`src/rtl/scbs_ram.sv`:
```
// Generic single-write, single-read RAM with registered read data.
module scbs_ram #(
    parameter int WIDTH = 8,
    parameter int DEPTH = 16
) (
    input  logic                     i_clk,
    input  logic                     i_we,
    input  logic [$clog2(DEPTH)-1:0] i_waddr,
    input  logic [WIDTH-1:0]         i_wdata,
    input  logic [$clog2(DEPTH)-1:0] i_raddr,
    output logic [WIDTH-1:0]         o_rdata
);

    logic [WIDTH-1:0] r_mem [DEPTH];
    logic [WIDTH-1:0] r_rdata;

    // Write port and registered read port
    always_ff @(posedge i_clk) begin
        if (i_we) begin
            r_mem[i_waddr] <= i_wdata;
        end
        r_rdata <= r_mem[i_raddr];
    end

    assign o_rdata = r_rdata;

endmodule

```
`config.mk`:
```
export PLATFORM = sky130hd
export DESIGN_NAME = scbs_ram
export DESIGN_NICKNAME = d
export VERILOG_FILES = /design/src/rtl/scbs_ram.sv
export SDC_FILE = /design/constraint.sdc
export NUM_CORES = 1
export LEC_CHECK = 0
export ABC_CLOCK_PERIOD_IN_PS = 1750
export BUFFER_PORTS_ARGS = -buffer_cell sky130_fd_sc_hd__buf_2
export CELL_PAD_IN_SITES_DETAIL_PLACEMENT = 0
export CELL_PAD_IN_SITES_GLOBAL_PLACEMENT = 1
export CORE_MARGIN = 2
export CORE_UTILIZATION = 35
export DETAILED_ROUTE_END_ITERATION = 8
export MAX_ROUTING_LAYER = met4
export PLACE_DENSITY = 0.64
export SLEW_MARGIN = 20
export SYNTH_ARGS = -nofsm -noshare
export SYNTH_HDL_FRONTEND = slang
export SYNTH_SLANG_ARGS = --single-unit
```
`constraint.sdc`:
```
create_clock -name i_clk -period 1.75 [get_ports i_clk]
set_clock_uncertainty 0.1 [all_clocks]
set_input_delay 0.2625 -clock i_clk [delete_from_list [all_inputs] [get_ports i_clk]]
set_output_delay 0.2625 -clock i_clk [all_outputs]
set_load 0.03 [all_outputs]
```
# Word-level counts from Yosys, hierarchy flattened
# Memory sizes are Yosys's and may differ from the RTL's. A register that Yosys moved wholly into a read port is not among the register bits.
# Index checks and enable logic that the tools add are counted.
# op_classes
muxes	2
# ops
operator	count
$mux W1	2
# totals
reg_bits	0
ramBits	128
out_inout_bits	8
word_cells	3
memories	1
# mem_list
memory	words	word_bits	read_ports	rd_ports_with_merged_regs	write_ports	line_no	rtl
r_mem	16	8	1	1	1	14	logic [WIDTH-1:0] r_mem [DEPTH];

# Depth between registers and ports, before layout
# depth
ltp_word	2
ltp_mapped	5
depth_no_buf	3

# Worst setup path after synthesis
# Ideal clock, no wire load.
# synth_path
kind	input to register
start	input port i_waddr[2]
end	memory r_mem[0][0] (enable)
setup_time_ps	383
t_arrival_ps	1372
required_time_ps	1267
slack_ps	-105
stages	2
path_buffers	0
path_cell_list	or3b_2 > nor3_1
# synth_lines
item	line_no	rtl
from (decl)	8	input logic [$clog2(DEPTH)-1:0] i_waddr,
to (decl)	14	
# Straight into the memory's write port.

==> metrics <==
run status=finished, final reports clean; global-route wire length before repair=15300 µm; slowest stage cell, crit path=sky130_fd_sc_hd__mux4_1; count of flip-flops with a built-in enable after synthesis=128; max-slew headroom at the worst pin=0.423; synthesized netlist cell count=229; number of nets still failing antenna checks after routing=0; Layout fillers=1269; die boundary height=125 µm; launching element type of the critical path=register; clock insertion delay at the later pin of the skew report=0.41 ns; Endpoint, Worst Hold=r_mem[5][7]; average footprint of a synthesized cell=between 20 and 25 µm²; Placed Cells=452; Post-Syn Area=roughly 5100 µm²; main flop type after synthesis=sky130_fd_sc_hd__edfxtp_1; die area=15700 µm²; hold violation total from the final report=0; Register-to-Register Path Depth=3; Setup Fix Bufs, Post-CTS=0; share of the clock period used by the worst path=0.850; Synth Net Count=247; routability-driven placement congestion ratio=0.763; number of distinct library cells after synthesis=19; remaining global-route overflow=0; shortest period the worst path allows=about 1.5 ns; fraction of synthesized cell area taken by the top area cell type=0.747; final setup violating endpoints=0; Finished Layout Cells=484; number of vias per cell=just under 5; CTS tree=done; pin count of the biggest net entering global routing=26; areal power density over the cells=around 1200 nW/µm²; sequential standard cell area=4000 µm²; top cell family by delay on the critical path=multiplexers; highest fanout seen on the critical path=1; endpoint of the worst-slack reg-to-reg timing path=o_rdata[4]; Setup TNS=0 ns; drt wl/cell=20.5 µm; dominant cells by area after synthesis=sky130_fd_sc_hd__edfxtp_1 (75%), sky130_fd_sc_hd__mux4_2 (7.9%), sky130_fd_sc_hd__mux4_1 (7.1%); Root Buffer Master=sky130_fd_sc_hd__clkbuf_16; Port Buffers=25; most frequent cell after synthesis=sky130_fd_sc_hd__edfxtp_1; class of the most critical setup path=register to register; cell type with the largest total area after synthesis=sky130_fd_sc_hd__edfxtp_1; number of buffers and inverters on the critical path=0; sequential cell area fraction in the yosys report=0.778; clock buffer count from CTS=17; maximum clock rate=672 MHz; arrival time of the worst setup path=1.67 ns; unrepaired setup endpoints after global routing=false; combined area of the multi-input logic cells=around 1100 µm²; number of max-cap violations=0; async set-reset flop share out of synthesis=0; Synth Warn #=0; total number of clock tree sinks=136; GRT Resource Usage Total=0.139; DR iter-0 viols=297; via count of the first global-routing pass=2651; clock tree buffer depth=2; number of antenna repair diodes=0; H-tree levels=4; clock edge transition at the registers on the reported setup and hold paths=0.06 ns; routed vias=2398; Detailed Route WL=between 9000 and 10000 µm; Max IR drop VDD=0.734 mV; setup slack of the most critical reg-to-reg path=between 0.2 and 0.3 ns; hold_buf cts=0; DP Wirelength=6170 µm; starting density of the core=0.357; Core ar.=approximately 14000 µm²; HP Start=i_wdata[7]; total leakage power=2.11 nW; DRC violation count after routing=0; pins over their slew limit=0; number of antenna violations at the first check in global routing=0; slew at the pin closest to its max-slew limit=0.864 ns; number of cells upsized or downsized after cts=0; most used standard cells in the synthesized netlist=sky130_fd_sc_hd__edfxtp_1 (128), sky130_fd_sc_hd__mux4_2 (18), sky130_fd_sc_hd__a22oi_1 (16), sky130_fd_sc_hd__mux4_1 (14), sky130_fd_sc_hd__nor2_1 (13); Required @ worst endpoint=1.94 ns; Hold Path Cell Cnt=1; register bit count reported by yosys=approximately 140; critical path's largest stage delay=around 0.50 ns; layout cells sized above 1=0.323; Post-layout nets=305; class of the most critical hold timing path=primary input to register; worst reg2reg startpoint=r_mem[11][4]; # rows=44; number of iterations in the first detailed-routing pass=4; worst-path cell chain=mux4_1, a22oi_1, nand2_1; kind of end point of the critical path=register; Die Width=125 µm; I/O pin cnt=26; layout-stage area growth over the synthesis result=21.4%
==> area by class of cell <==
type,instances,share of cell area
tap,184,0.0368
clock buffer,20,0.0699
sequential,136,0.641
clock inverter,12,0.0280
timing repair buffer,49,0.0548
multi-input combinational,83,0.170
==> flip-flops by register name, summed over array words and instances, names as in the netlist <==
| signal | cells |
|---|---|
| o_rdata | 8 |
| r_mem | 128 |
==> placed cells by master (no fill, tap or decap), drive strengths merged, types with 2 or more instances in the layout <==
| master | synthesis | routed |
|---|---|---|
| mux4 | 32 | 32 |
| bufinv | 0 | 4 |
| nand3b | 2 | 2 |
| clkbuf | 0 | 20 |
| dfxtp | 8 | 8 |
| nand2b | 2 | 2 |
| nor3 | 4 | 4 |
| clkinvlp | 0 | 5 |
| nand2 | 9 | 9 |
| buf | 7 | 49 |
| a22oi | 16 | 16 |
| clkinv | 0 | 2 |
| nor2 | 13 | 13 |
| edfxtp | 128 | 128 |
==> metal layers <==
metal | GRT usage | vias to the layer above | part of all wire
met5 | - | - | 0
li1 | - | 1089 | -
met3 | 0.0355 | 8 | 0.047
met1 | 0.173 | 1239 | 0.43
met2 | 0.221 | 62 | 0.52
met4 | 0.0516 | 0 | 0.0065
==> cells by family after synthesis <==
| kind of cell | Yosys count | share of synthesized area |
|---|---|---|
| AO/OA/AOI/OAI | 16 | 0.0233 |
| buffers and inverters | 10 | 0.0168 |
| flip-flops | 136 | 0.778 |
| multiplexers | 32 | 0.150 |
| AND/OR/NAND/NOR | 35 | 0.0318 |
==> power by group <==
group | total, W | switching [W] | leakage, nW | internal (W)
Sequential | 0.00367 | 0.0000241 | 1.22 | 0.00364
Clock | 0.00368 | 0.00130 | 0.280 | 0.00238
Combinational | 0.000382 | 0.000225 | 0.610 | 0.000157
Total | 0.00773 | 0.00155 | 2.11 | 0.00618
==> through the flow <==
step	power, W	instance area, µm²	worst slack [ns]	util	hold WS [ns]
3_5_place_dp	0.00412	5640	-0.149	0.391	0.550
6_report	0.00773	6250	0.263	0.433	0.125
3_3_place_gp	0.00412	5640	-0.128	0.391	0.549
4_1_cts	0.00780	6250	0.235	0.433	0.115
5_1_grt	0.00796	6250	0.220	0.433	0.132
2_1_floorplan	0.00395	5150	0.121	-	0.261
==> worst max path at each step <==
stage	from	end	cells past startpoint
finish	r_mem[11][4]	o_rdata[4]	3
global route	r_mem[8][2]	o_rdata[2]	3
CTS	r_mem[11][4]	o_rdata[4]	3
detailed placement	i_raddr[0]	o_rdata[4]	6
global placement	i_raddr[0]	o_rdata[4]	6
floorplan	i_waddr[2]	r_mem[3][0]	2
Note: power is estimated with default switching activity, not from simulation.
