===== src/rtl/scbs_pkg.sv =====
// Shared constants, types and weight function for the subpixel crop shift block.
package scbs_pkg;

    // Geometry: the input tile is one column and one row larger than the output tile
    localparam int TILE_SIZE = 256;
    localparam int LINE_LEN  = TILE_SIZE + 1;
    localparam int CNT_W     = $clog2(LINE_LEN);

    // Pixel layout: red, green, blue from the lowest byte up
    localparam int CH_W    = 8;
    localparam int N_LANES = 3;
    localparam int PIX_W   = CH_W * N_LANES;

    // Fixed-point weights in units of 1/1024
    localparam int FRAC_BITS = 10;
    localparam int UNIT      = 1 << FRAC_BITS;
    localparam int WT_W      = FRAC_BITS + 1;
    localparam int SHIFT_SQ  = 2 * FRAC_BITS;
    localparam int HALF_SQ   = (UNIT * UNIT) / 2;

    // Blend widths: first pass is pixel times weight, second adds the other weight
    localparam int TOP_W = CH_W + WT_W;
    localparam int ACC_W = TOP_W + WT_W + 1;

    // Configuration port
    localparam int CFG_W      = 16;
    localparam int CFG_ADDR_W = 2;
    localparam int SCALE_W    = 4;
    localparam logic [CFG_ADDR_W-1:0] CFG_CROP_X = CFG_ADDR_W'(0);
    localparam logic [CFG_ADDR_W-1:0] CFG_CROP_Y = CFG_ADDR_W'(1);
    localparam logic [CFG_ADDR_W-1:0] CFG_SCALE  = CFG_ADDR_W'(2);

    // Weight set shared by all lanes for one window
    typedef struct packed {
        logic [WT_W-1:0] xs;
        logic [WT_W-1:0] xi;
        logic [WT_W-1:0] ys;
        logic [WT_W-1:0] yi;
    } t_weights;

    // Subpixel fraction of an offset at the given scale, in 1/1024 units
    function automatic logic [WT_W-1:0] sub_weight(input logic [CFG_W-1:0] offset,
                                                   input logic [SCALE_W-1:0] scale);
        logic [CFG_W-1:0]           mask;
        logic [CFG_W-1:0]           frac;
        logic [CFG_W+FRAC_BITS-1:0] wide;
        mask = CFG_W'((CFG_W+1)'(1) << scale) - CFG_W'(1);
        frac = offset & mask;
        wide = {frac, {FRAC_BITS{1'b0}}} >> scale;
        return wide[WT_W-1:0];
    endfunction

endpackage


===== src/rtl/scbs_lane.sv =====
// One color lane: two-pass bilinear blend of a 2x2 window of 8-bit samples.
module scbs_lane
    import scbs_pkg::*;
(
    input  logic            i_clk,
    input  logic            i_load,
    input  logic [CH_W-1:0] i_upper_left,
    input  logic [CH_W-1:0] i_upper,
    input  logic [CH_W-1:0] i_left,
    input  logic [CH_W-1:0] i_cur,
    input  t_weights        i_wt,
    output logic [CH_W-1:0] o_value
);

    logic [TOP_W-1:0] r_top;
    logic [TOP_W-1:0] r_bot;
    logic [TOP_W-1:0] n_top;
    logic [TOP_W-1:0] n_bot;
    logic [ACC_W-1:0] acc;

    // Horizontal pass over the upper and lower pairs
    assign n_top = TOP_W'(i_upper_left) * TOP_W'(i_wt.xi) + TOP_W'(i_upper) * TOP_W'(i_wt.xs);
    assign n_bot = TOP_W'(i_left) * TOP_W'(i_wt.xi) + TOP_W'(i_cur) * TOP_W'(i_wt.xs);

    always_ff @(posedge i_clk) begin
        if (i_load) begin
            r_top <= n_top;
            r_bot <= n_bot;
        end
    end

    // Vertical pass, round and drop the fraction
    assign acc = ACC_W'(r_top) * ACC_W'(i_wt.yi) + ACC_W'(r_bot) * ACC_W'(i_wt.ys)
               + ACC_W'(HALF_SQ);
    assign o_value = acc[SHIFT_SQ +: CH_W];

endmodule


===== config.mk =====
export PLATFORM = sky130hd
export DESIGN_NAME = scbs_lane
export DESIGN_NICKNAME = d
export VERILOG_FILES = /design/src/rtl/scbs_pkg.sv /design/src/rtl/scbs_lane.sv
export SDC_FILE = /design/constraint.sdc
export NUM_CORES = 2
export LEC_CHECK = 0
export BUFFER_PORTS_ARGS = -buffer_cell sky130_fd_sc_hd__buf_2
export CAP_MARGIN = 25
export CORE_MARGIN = 4
export CORE_UTILIZATION = 60
export CTS_CLUSTER_SIZE = 25
export DETAILED_ROUTE_END_ITERATION = 8
export GPL_ROUTABILITY_DRIVEN = 0
export HOLD_SLACK_MARGIN = 0.08
export PLACE_DENSITY = 0.8
export SLEW_MARGIN = 20
export SYNTH_ARGS = -nofsm -noshare
export SYNTH_HDL_FRONTEND = slang
export SYNTH_SLANG_ARGS = --single-unit

===== constraint.sdc =====
create_clock -name i_clk -period 7.8 [get_ports i_clk]
set_clock_uncertainty 0.2 [all_clocks]
set_input_delay 0.78 -clock i_clk [delete_from_list [all_inputs] [get_ports i_clk]]
set_output_delay 0.78 -clock i_clk [all_outputs]
set_load 0.02 [all_outputs]

* Word-level counts from Yosys, hierarchy flattened *
Index checks and enable logic that the tools add are counted.

operators by class
  $add $sub $neg = 4
  multiply operators = 6

operator list
  kind                                                              count
  8-bit by 11-bit multiplier with 19-bit output                     4
  19-bit by 11-bit multiplier with 28-bit output                    2
  19-bit adder                                                      2
  28-bit by 20-bit adder with 28-bit output, second input constant  1
  28-bit adder                                                      1

word-level totals
  input bits = 78
  bits in registers = 38
  output and inout port bits = 8
  word-level logic and storage cells = 12

* Depth between registers and ports, before layout *
  word-level depth = 3
  gate-level depth with buffers = 26
  depth with buffers taken out = 24

* Worst setup path before layout *
OpenSTA, ideal clock, no wires.

  path kind = input -> output
  from = in i_wt[1] in the netlist's numbering
  to = out o_value[7]
  path buffers = 2
  path slack = 0.095 ns
  stages on the path = 22
  arrival time = 6.725 ns
  data required time = 6.820 ns
  cell sequence = clkbuf_1 clkbuf_1 nand2_1 fa_1 fa_1 fa_1 inv_1 fa_1 fa_1 fa_1 inv_1 fa_1 inv_1 ha_1 a211o_1 o22ai_1 nor2_1 o31a_1 nand2_1 o21ai_0 o41ai_2 xnor2_1

on the way
  word-level cells in the longest chain between the ends = 3

RTL lines
  element                                         line             source
  from (decl)                                     scbs_lane.sv:11  input t_weights i_wt,
  19-bit by 11-bit multiplier with 28-bit output  scbs_lane.sv:33  assign acc = ACC_W'(r_top) * ACC_W'(i_wt.yi) + ACC_W'(r_bot) * ACC_W'(i_wt.ys)
  28-bit adder                                    scbs_lane.sv:33
  28-bit by 20-bit adder with 28-bit output       scbs_lane.sv:34  + ACC_W'(HALF_SQ);
  to (decl)                                       scbs_lane.sv:12  output logic [CH_W-1:0] o_value

No other way between the ends.

* Worst setup path after layout *
  from = in i_wt[6] in the netlist's numbering
  to = out o_value[5]

Same word-level chain as after synthesis.

==> impl_summary.md <==
Yosys
sky130_fd_sc_hd__fa_1 takes more of the synthesized area than any other cell. After synthesis, the cell types taking the most area are sky130_fd_sc_hd__fa_1 50%, sky130_fd_sc_hd__ha_1 12%, sky130_fd_sc_hd__inv_1 11%. The combinational family with the most area after synthesis is adder cells. The number of flops mapped to enable cells by yosys is 38. Synthesis produced a netlist whose cell count is 2758. The most used flip-flop cell after synthesis is sky130_fd_sc_hd__edfxtp_1. The most frequent cell after synthesis is sky130_fd_sc_hd__inv_1.

Sequential elements use between 4 and 5% of the synthesized area. Counting flops and latches in the post-synthesis netlist gives 38. In this run the biggest area consumer among cell types represents about 50% of the synthesized area. The post-synthesis mux area share is 0%. Summing the areas of all fa, ha and maj instances in the mapped netlist gives between 60 and 70% of the synthesized area. The commonest cells after synthesis are 717 x sky130_fd_sc_hd__inv_1, 626 x sky130_fd_sc_hd__fa_1, 456 x sky130_fd_sc_hd__nand2_1. The cell area after technology mapping is ~25000 sq um. The parity-gate share of the synthesized area counting xor and xnor cells is slightly below 2%. The complex-gate fraction of the synthesized area is 2.515%. Counting every net in the synthesized netlist gives 3711. After Yosys synthesis, and, or, nand and nor cells account for 16.38% of the synthesized area. The count of different cell masters after synthesis is 48. Dividing the synthesized area by the synthesized cell count gives about 9.1 sq um. The count of yosys warnings during synthesis is 0.

The share of flip-flops with an asynchronous set or reset is 0%.

CTS
The tree built by TritonCTS fans out to 38 sinks. The buffer type at the clock tree root is sky130_fd_sc_hd__clkbuf_16. TritonCTS created 5 clock buffers.

The total number of H-tree levels is 2. TritonCTS built the clock tree. Clock-pin slew was measured on the worst setup and hold paths at around 60 ps.

The number of buffers between clock root and the deepest sink is 2.

Setup path
The critical-path cell with the highest stage delay is sky130_fd_sc_hd__fa_1. The arrival time at the worst endpoint is between 6000 and 7000 ps. The element type at the critical path end is an output port.

The delay of the slowest cell on the worst path is ~570 ps. Broken down by cell family, the worst path's largest delay share belongs to adder cells. The count of buffer and inverter cells on the critical path is 11. The data required time of the worst path is between 6000 and 7000 ps. The critical path class is input pin to output port.

The worst setup path is launched from an input pin. Counting stages on the worst path, the most repeated cell is sky130_fd_sc_hd__fa_1. The largest fanout on the critical path is 8.

Layout
The fraction of final layout cells with drive strength greater than 1 is 8.857%. The layout has between 3000 and 4000 filler cells. The final instance count without filler cells is approximately 3400. The signed area change from the synthesized netlist to the final layout is 7.873%.

Registers take approximately 1100 sq um. The combined area of the multi-input logic cells is 21030 sq um. After routing the design area is 27210 sq um.

In the final design database the tool counted 3786 nets.

Global routing
Global routing consumed, over all layers together, 28.61% of the routing resources. The via count of the first global-routing pass came to about 21000. The number of antenna violations at the first check in global routing came to 4. The maximum number of pins on one net before global-route repair is 39.

The total overflow left after global routing is 0. The first global-routing pass estimated 102400 um of wire.

Route
The routed layout has between 15000 and 20000 vias. The routed wirelength normalized by instance count is 18.36 um. The routed design has between 60000 and 70000 um of wire.

For this run, design rule violations remaining after detail routing come to 0. The detailed router finished its first iteration with roughly 1300 violations. Using the TritonRoute via totals, the vias-per-cell ratio works out to approximately 5.5. The remaining antenna violation count after routing is 0.

The number of optimization iterations in the first detailed-route pass is 6.

Die
The effective utilization at floorplan is between 60% and 70%. The floorplan step defined a core boundary enclosing 41200 sq um. The height of the die is ~210 um. The number of top-level pins is 86. The total number of placement rows is 74. The floorplan step set the die width to 213.0 um. The die covers around 45000 sq um.

Worst hold path
The class of the worst hold path is input pin to register.

Place
The standard cell area after detailed placement is ~26000 sq um. The post-detailed-placement half-perimeter wirelength is around 53000 um. The worst slack after detailed placement is -243.5 ps. The total placed cells including tap cells is 3326. During placement, the flow inserted port buffers numbering 85.

Timing
The setup violation total in the final timing report is 5. Setup repair after global routing could not meet its margin everywhere. The worst hold slack is roughly 900 ps. The final period utilization is 100.7%. The actual slew at the worst max-slew pin is slightly above 900 ps. Across all setup checks in the final design, the least slack found is -57.92 ps.

The final count of pins violating max slew is 0. The count of final hold-check violations was 0. For the finished layout, the period the worst path requires is slightly below 8000 ps. The maximum operating frequency is 127.3 MHz.

Headroom to the max-slew limit came out at approximately two fifths.

Status
The flow ran to the end, but the final reports show violations. The final reports fail on setup timing.

Run
The max-capacitance violation count is 0.
sequential cells by signal (all words and copies together), names as in the netlist:
signal	cells
r_bot	19
r_top	19
final timing paths:
check / cells past startpoint / start / to
max: 26 / i_wt[6] / o_value[5]
min: 3 / i_left[0] / r_bot[0]
cell type report:
cell class / count / area share [%]
clock inverter: 3 / 0.2529
antenna: 4 / 0.03679
timing repair buffer: 197 / 5.431
inverter: 717 / 9.892
clock buffer: 5 / 0.4599
multi-input combinational: 1874 / 77.29
tap: 532 / 2.447
sequential: 38 / 4.194
cell usage in the layout, fill, tap and decap left out, types with 3 or more instances in the layout:
cell	Yosys	layout
sky130_fd_sc_hd__inv_1	717	712
sky130_fd_sc_hd__fa_1	626	622
sky130_fd_sc_hd__nand2_1	456	455
sky130_fd_sc_hd__and2_1	330	321
sky130_fd_sc_hd__ha_1	249	247
sky130_fd_sc_hd__buf_4	0	114
sky130_fd_sc_hd__buf_2	1	60
sky130_fd_sc_hd__xnor2_1	42	42
sky130_fd_sc_hd__edfxtp_1	38	38
sky130_fd_sc_hd__a21oi_1	22	21
sky130_fd_sc_hd__nor2_1	20	20
sky130_fd_sc_hd__xor2_1	14	14
sky130_fd_sc_hd__buf_6	0	13
sky130_fd_sc_hd__nand3_1	10	10
sky130_fd_sc_hd__nor3_1	9	9
sky130_fd_sc_hd__and2_4	0	9
sky130_fd_sc_hd__o21ai_0	12	8
sky130_fd_sc_hd__a21o_1	8	8
sky130_fd_sc_hd__buf_12	0	8
sky130_fd_sc_hd__and3_1	7	7
sky130_fd_sc_hd__a21oi_2	6	7
sky130_fd_sc_hd__o21a_1	7	7
sky130_fd_sc_hd__a31oi_1	6	6
sky130_fd_sc_hd__inv_2	0	5
sky130_fd_sc_hd__clkbuf_16	0	5
sky130_fd_sc_hd__diode_2	0	4
sky130_fd_sc_hd__nand2b_1	4	4
sky130_fd_sc_hd__o21ai_2	1	4
sky130_fd_sc_hd__a211oi_2	0	4
sky130_fd_sc_hd__a211o_1	4	4
sky130_fd_sc_hd__fa_2	0	4
sky130_fd_sc_hd__o211ai_1	3	3
sky130_fd_sc_hd__or2_2	3	3
sky130_fd_sc_hd__nand4_1	3	3
sky130_fd_sc_hd__o21bai_1	3	3
layer usage:
metal  track usage [%]  share of wire [%]  routed length [um]
met1             33.47                 34               21310
met5                 0                  0                   0
met4             15.19                6.1                3760
met3             3.321                6.2                3811
met2             51.70                 53               32980
cells by family (layout without fill, tap and decap cells):
group | count (synthesis) | count (layout)
and+or+nand+nor | 852 | 852
adders and majority gates | 875 | 875
buffers and inverters | 846 | 922
xor gates and xnor gates | 56 | 56
AOI/OAI and AO/OA | 91 | 91
DFF | 38 | 38
other | 0 | 4
stage by stage:
stage / util [%] / setup TNS, ps
after floorplan: - / 0
after global placement: 64.26 / -93.54
after detailed placement: 64.26 / -582.0
after CTS: 64.85 / 0
after global routing: 66.03 / -1046
final: 66.03 / -155.0
what timing repair did:
action	in CTS	in global routing
setup buffers	1	32
gates resized for setup	14	81
pin swaps	1	33
hold buffers	0	0
setup endpoints to repair	5	7
Power is left out: the tool's default activity adds up to more than one toggle a clock period on the data nets, which glitch-free logic cannot reach.
